## config.mk

```make
export PLATFORM = sky130hd
export DESIGN_NAME = dpq_cell
export DESIGN_NICKNAME = d
export VERILOG_FILES = /design/src/hw/rtl/dpq_pkg.sv /design/src/hw/rtl/dpq_cell.sv
export SDC_FILE = /design/constraint.sdc
export NUM_CORES = 1
export LEC_CHECK = 0
export BUFFER_PORTS_ARGS = -buffer_cell sky130_fd_sc_hd__buf_2
export CORE_UTILIZATION = 35
export DETAILED_ROUTE_END_ITERATION = 7
export GPL_TIMING_DRIVEN = 0
export SYNTH_ARGS = -nofsm -noshare
export SYNTH_HDL_FRONTEND = slang
export SYNTH_SLANG_ARGS = --single-unit
export TNS_END_PERCENT = 10
```

## constraint.sdc

```tcl
create_clock -name clock -period 3.9 [get_ports clock]
set_clock_uncertainty 0.2 [all_clocks]
set_input_delay 0.78 -clock clock [delete_from_list [all_inputs] [get_ports clock]]
set_output_delay 0.78 -clock clock [all_outputs]
set_load 0.02 [all_outputs]
```

## src/hw/rtl/dpq_pkg.sv

```systemverilog
// Shared types and constants for the double-ended priority queue.
package dpq_pkg;

   localparam int KEY_W        = 32;
   localparam int ENTRY_W      = 7;
   localparam int REQ_W        = 2;
   localparam int STATUS_W     = 2;
   localparam int DEF_CAPACITY = 64;

   typedef enum logic [REQ_W-1:0] {
      REQ_INSERT  = 2'd0,
      REQ_DEL_MAX = 2'd1,
      REQ_DEL_MIN = 2'd2
   } req_code_type;

   typedef enum logic [STATUS_W-1:0] {
      ST_DONE  = 2'd0,
      ST_EMPTY = 2'd1,
      ST_FULL  = 2'd2
   } status_code_type;

   // What every cell of the chain does on an update.
   typedef enum logic [1:0] {
      CELL_HOLD   = 2'd0,
      CELL_INSERT = 2'd1,
      CELL_SHIFT  = 2'd2
   } cell_op_type;

   typedef struct packed {
      cell_op_type              op;
      logic signed [KEY_W-1:0]  key;
   } cell_ctrl_type;

endpackage

```

## src/hw/rtl/dpq_cell.sv

```systemverilog
// One storage cell of the sorted key chain.
module dpq_cell (
   input  logic                            clock,
   input  dpq_pkg::cell_ctrl_type          ctrl,
   input  logic                            occupied,
   input  logic                            left_gt,
   input  logic signed [dpq_pkg::KEY_W-1:0] left_key,
   input  logic signed [dpq_pkg::KEY_W-1:0] right_key,
   output logic                            key_gt,
   output logic signed [dpq_pkg::KEY_W-1:0] key
);
   import dpq_pkg::*;

   logic signed [KEY_W-1:0] key_ff;
   logic signed [KEY_W-1:0] key_in;

   // This cell holds a key larger than the one being inserted.
   assign key_gt = occupied && (key_ff > ctrl.key);
   assign key    = key_ff;

   always_comb begin
      key_in = key_ff;
      case (ctrl.op)
         CELL_INSERT: begin
            if (left_gt) begin
               key_in = left_key;
            end else if (key_gt || !occupied) begin
               key_in = ctrl.key;
            end
         end
         CELL_SHIFT: begin
            key_in = right_key;
         end
         default: begin
            key_in = key_ff;
         end
      endcase
   end

   always_ff @(posedge clock) begin
      key_ff <= key_in;
   end

endmodule

```

==> flow_metrics.py, run 1 <==
metrics = {
    "outcome": {
        "status": "finished, final reports clean",
    },
    "critical_path": {
        "r2r_end": "key[17]",
        "cpMostUsedCell": "buf_2",
        "path_class": "in2out",
        "cp-endpoint": "key_gt",
        "slowest_delay_ns": 0.38,
        "r2r_cells": 9,
        "startpoint_type": "primary input",
        "rrSetupSlack_ns": 0.67,
        "required_ns": 2.92,
        "crit_start": "ctrl[14]",
        "cp.arrival_ns": 2.66,
        "path_max_fanout": 4,
        "crit_path_top_delay_cell": "or3_4",
        "path_cells": "buf_2 -> inv_1 -> ha_1 -> nand4_2 -> a211oi_1 -> or3_4 -> o41ai_4 -> nand3_2 -> mux2i_1 -> buf_2",
        "r2r_start": "key[31]",
        "worst_setup_path_end_kind": "output pin",
    },
    "floorplanning": {
        "die_w_um": 87.36,
        "rows": 30,
        "die_h_um": 87.36,
        "start_util_pct": 36.92,
        "ios": 134,
        "die-area_um2": 7631,
        "core_area_um2": 6907,
    },
    "sta": {
        "period_minus_slack_ns": 3.643,
        "rsz0062_at_grt": "false",
        "tightest_slew_ns": 0.5360,
        "relSlewSlack_pct": 63.97,
        "hold_viol": 0,
        "hold-worst-slack_ns": 0.5777,
        "finalSetupViolCount": 0,
        "period_share_pct": 93.40,
        "maxSlewViolCount": 0,
        "fmax_mhz": 274.5,
        "fin_ws_ns": 0.2573,
    },
    "final_layout": {
        "largest_register_ffs": 32,
        "diodes": 0,
        "syn_to_final_growth_pct": 35.92,
        "layout_commonest_cell": "buf_2",
        "fin_nets": 541,
        "drive_gt1_share_pct": 36.67,
        "fillers": 711,
        "final_cell_mix": "buf_2 (135), nand2_1 (37), inv_1 (36)",
        "final_core_utilization_pct": 50.18,
        "stdcell_area_um2": 3466,
    },
    "power_and_ir_drop": {
        "internal_power_uw": 722.8,
        "p_seq_share_pct": 42.4,
        "p_sw_uw": 356.3,
        "switching_share_pct": 33.02,
        "total_leakage_power_uw": 0.001750,
        "p_total_uw": 1079,
        "clockPowerShare_pct": 22.5,
        "p_per_area_nw_per_um2": 311.4,
        "ir_worst_vdd_mv": 0.1553,
        "combPwrFrac_pct": 35.1,
    },
    "place": {
        "place_area_um2": 3386,
        "dp_hpwl_um": 5530,
        "place_ws_ns": 0.1036,
        "io_buffers": 132,
        "place.gp.congestion": 0.7588,
    },
    "grt": {
        "grt_antenna_before_repair": 0,
        "grt_pass1_wl_um": 10850,
        "grt_max_degree": 14,
        "globalRoute.totalOverflow": 0,
        "first_global_vias": 2390,
        "grt_usage_pct": 18.47,
    },
    "yosys": {
        "synth-seq-cells": 32,
        "synth.avg_cell_area_um2": 9.550,
        "ys_types": 33,
        "ys_warn_count": 0,
        "seq_area_frac_synth_pct": 37.68,
        "synth_nets": 400,
        "synthCells": 267,
        "netlist_area_um2": 2550,
    },
    "detailed_routing": {
        "drtIter0Drc": 67,
        "ant_nets": 0,
        "finalWirelength_um": 6728,
        "wl_per_cell_um": 13.32,
        "drcViolationCount": 0,
        "via_per_inst": 4.784,
        "drt_pass1_iterations": 4,
        "dr_total_vias": 2416,
    },
    "clocking": {
        "cts_made_buffers": 5,
        "worstSkewPairLatency_ns": 0.28,
        "postCtsSetupBuffers": 0,
        "cts_hold_buf": 0,
        "cts_root_buffer": "clkbuf_8",
        "cts_tree": "done",
        "post_cts_resized": 0,
        "htreeDepth": 2,
        "clockBufferDepth": 2,
        "cts_sinks": 32,
        "cts.clk_slew.worst_paths_ns": 0.06,
    },
    "min_path": {
        "min_path_type": "in2reg",
    },
    "flow_run": {
        "maxCapViolCount": 0,
    },
}
logic make-up after synthesis:
group	synth area share [%]
DFF	37.68
and+or+nand+nor	12.76
AOI/OAI and AO/OA	13.84
buffers and inverters	7.066
muxes	12.95
adders and majority gates	15.70
power groups by stage:
stage	clock network (µW)	registers (µW)	logic, µW
after global routing	269	463	423
final	242	458	379
after floorplan	0	517	169
after global placement	0	467	357
after CTS	257	458	384
after detailed placement	0	466	381
worst min path at each step:
stage                  start  endpoint  cells past startpoint
6_report       right_key[22]   key[22]                      3
5_1_grt        right_key[29]   key[29]                      3
4_1_cts        right_key[22]   key[22]                      3
3_5_place_dp   right_key[22]   key[22]                      3
3_3_place_gp   right_key[13]   key[13]                      3
2_1_floorplan   right_key[0]    key[0]                      2
layer usage:
metal	GRT usage [%]	part of all wire (%)	up-vias
met2	32.95	49	75
met3	3.318	5.0	5
met5	0	0	-
li1	-	-	1235
met1	22.75	45	1101
met4	4.918	0.85	0
stage by stage:
step           std cells  setup TNS, ns
5_1_grt              505              0
6_report             505              0
3_3_place_gp         495         -21.22
3_5_place_dp         497              0
4_1_cts              505              0
2_1_floorplan        267              0
final cells by class:
| cell class | count | area, µm² | share of cell area (%) |
|---|---|---|---|
| clock inverter | 1 | 3.754 | 0.1083 |
| sequential | 32 | 960.9 | 27.73 |
| timing repair buffer | 134 | 715.7 | 20.65 |
| buffer | 11 | 45.04 | 1.300 |
| multi-input combinational | 188 | 1409 | 40.65 |
| clock buffer | 7 | 76.32 | 2.202 |
| tap | 96 | 120.1 | 3.466 |
| inverter | 36 | 135.1 | 3.899 |
Yosys cell counts:
cell type  number  area (µm²)
or3_4           1       11.26
a31oi_1         2       12.51
a21o_1          1       7.510
a21boi_1        1       7.510
mux2i_1        33       330.3
a211oi_1        3       22.52
a311oi_1        1       8.760
a21oi_1        11       55.05
nor2_1          4       15.01
o41ai_4         1       27.53
nand4_1         6       37.54
o21ai_0        33       165.2
nor3_2          1       10.01
a21oi_2         1       8.760
nor4_2          1       12.51
a31o_1          1       8.760
nand3_1         3       15.01
nand3b_1        1       7.510
edfxtp_1       32       960.9
o211ai_1        1       7.510
clkbuf_1        8       30.03
o21ai_1         2       10.01
a21boi_2        1       11.26
nand4_2         1       12.51
inv_1          36       135.1
ha_1           32       400.4
nor2b_1         3       18.77
buf_2           3       15.01
nand3_2         1       10.01
nand4b_1        1       8.760
nand2_1        37       138.9
and4_1          1       8.760
nand2b_1        3       18.77
worst max-delay path: cells and delay by family:
family / cells / cell delay [ns]
AND/OR/NAND/NOR: 3 / 0.66
AO/OA/AOI/OAI: 2 / 0.38
buffers and inverters: 3 / 0.33
adder cells (fa/ha/maj): 1 / 0.32
multiplexers: 1 / 0.19
No activity file was read; power rests on OpenSTA's default activity.
==> run 2: changes to the inputs <==
==> constraint.sdc (replaced) <==
create_clock -name clock -period 3.9 [get_ports clock]
set_clock_uncertainty 0.2 [all_clocks]
set_input_delay 0.195 -clock clock [delete_from_list [all_inputs] [get_ports clock]]
set_output_delay 0.195 -clock clock [all_outputs]
set_load 0.02 [all_outputs]
==> run 2 against run 1 <==
Against the previous run: sequential share of layout area is 1.7 points lower; power is 1.7% higher; critical path depth is 1 lower; die area stayed put; largest power group unchanged; largest cell class unchanged.
==> flow_metrics.py, run 2 (synthesis gave the netlist of run 1 again) <==
metrics = {
    "sta": {
        "hold_viol": 0,
        "tns_ns": 0,
        "period_share_pct": 82.39,
        "fmax_mhz": 311.2,
        "rsz0062_at_grt": "false",
        "fin_ws_ns": 0.6870,
        "tightest_slew_ns": 0.5342,
        "finalSetupViolCount": 0,
        "period_minus_slack_ns": 3.213,
        "maxSlewViolCount": 0,
        "relSlewSlack_pct": 64.09,
    },
    "detailed_routing": {
        "drcViolationCount": 0,
        "drtIter0Drc": 73,
        "dr_total_vias": 2521,
        "via_per_inst": 4.784,
        "drt_pass1_iterations": 4,
        "finalWirelength_um": 7030,
        "wl_per_cell_um": 13.34,
        "ant_nets": 0,
    },
    "flow_run": {
        "maxCapViolCount": 0,
    },
    "final_layout": {
        "drive_gt1_share_pct": 34.80,
        "syn_to_final_growth_pct": 44.55,
        "largest_register_ffs": 32,
        "layout_commonest_cell": "buf_2",
        "diodes": 0,
        "final_cell_mix": "buf_2 (135), nand2_1 (37), inv_1 (36)",
        "stdcell_area_um2": 3686,
        "fillers": 683,
        "final_cells": 527,
        "fin_nets": 563,
    },
    "power_and_ir_drop": {
        "p_per_area_nw_per_um2": 297.7,
        "ir_worst_vdd_mv": 0.1625,
        "total_leakage_power_uw": 0.001842,
    },
    "clocking": {
        "clockBufferDepth": 2,
        "cts_made_buffers": 5,
        "worstSkewPairLatency_ns": 0.28,
        "cts.clk_slew.worst_paths_ns": 0.07,
        "cts_sinks": 32,
        "postCtsSetupBuffers": 0,
        "cts_tree": "done",
        "cts_root_buffer": "clkbuf_8",
        "htreeDepth": 2,
    },
    "outcome": {
        "status": "finished, final reports clean",
    },
    "floorplanning": {
        "rows": 30,
        "start_util_pct": 36.92,
        "die_h_um": 87.36,
        "ios": 134,
        "die-area_um2": 7631,
        "core_area_um2": 6907,
        "die_w_um": 87.36,
    },
    "place": {
        "dp_cells": 497,
        "place.gp.congestion": 0.7588,
        "io_buffers": 132,
        "place_area_um2": 3386,
        "dp_hpwl_um": 5530,
        "place_ws_ns": 0.6022,
    },
    "critical_path": {
        "worst_setup_path_end_kind": "flop",
        "path_max_fanout": 13,
        "startpoint_type": "flop",
        "cp.arrival_ns": 3.05,
        "path_class": "reg2reg",
        "required_ns": 3.74,
    },
    "min_path": {
        "min_path_type": "in2reg",
    },
    "grt": {
        "grt_pass1_wl_um": 11250,
        "grt_antenna_before_repair": 0,
        "grt_usage_pct": 19.13,
        "first_global_vias": 2507,
        "grt_max_degree": 14,
        "globalRoute.totalOverflow": 0,
    },
}
run 2: changes by cell type in the layout (fill, tap and decap cells not counted):
cell           previous run  this run
dlygate4sd3_1             0        22
run 2: power by group:
group	leakage (µW)	switching, µW	internal [µW]
clock	0.0000399	118	124
combinational	0.00149	220	177
sequential	0.000314	21.6	436
run 2: path summary, 6_finish.rpt:
kind,start,to,cells past startpoint,slack [ns]
max,key[31],key[17],9,0.69
min,right_key[3],key[3],3,0.007
max reg2reg,key[31],key[17],9,0.69
min reg2reg,key[31],key[0],4,1.15
run 2: cell type report:
class | count | area (µm²) | share of cell area (%)
multi-input combinational | 188 | 1409 | 38.22
sequential | 32 | 960.9 | 26.07
timing repair buffer | 156 | 935.9 | 25.39
inverter | 36 | 135.1 | 3.666
tap | 96 | 120.1 | 3.259
clock buffer | 7 | 76.32 | 2.071
buffer | 11 | 45.04 | 1.222
clock inverter | 1 | 3.754 | 0.1018
run 2: routing by layer:
metal | global-route usage (%) | up-vias | wire length, µm
met2 | 35.16 | 74 | 3574
li1 | - | 1279 | -
met4 | 4.918 | 0 | 57
met3 | 3.128 | 5 | 290
met5 | 0 | - | 0
met1 | 22.98 | 1163 | 3108
run 2: repair_timing:
item / in CTS / in global routing
gates resized for setup: 0 / 0
endpoints found under the hold margin: 22 / 0
hold buffers: 22 / 0
endpoints found under the setup margin: 0 / 0
run 2: critical path: stages (launching register included):
cell	delay, ns
edfxtp_1	0.40
ha_1	0.39
nand4_1	0.20
nor4_2	0.44
a311oi_1	0.24
nand2_1	0.11
a31oi_1	0.04
nand3b_1	0.48
buf_16	0.32
buf_16	0.16
run 2: metrics by stage:
stage	hold slack, ns	total power, µW	util, %
floorplan	0.1821	685.8	-
global placement	0.2707	824.0	48.22
detailed placement	0.2759	847.3	49.02
CTS	0.0003245	1116	53.37
global route	0.01050	1173	53.37
finish	0.007347	1097	53.37
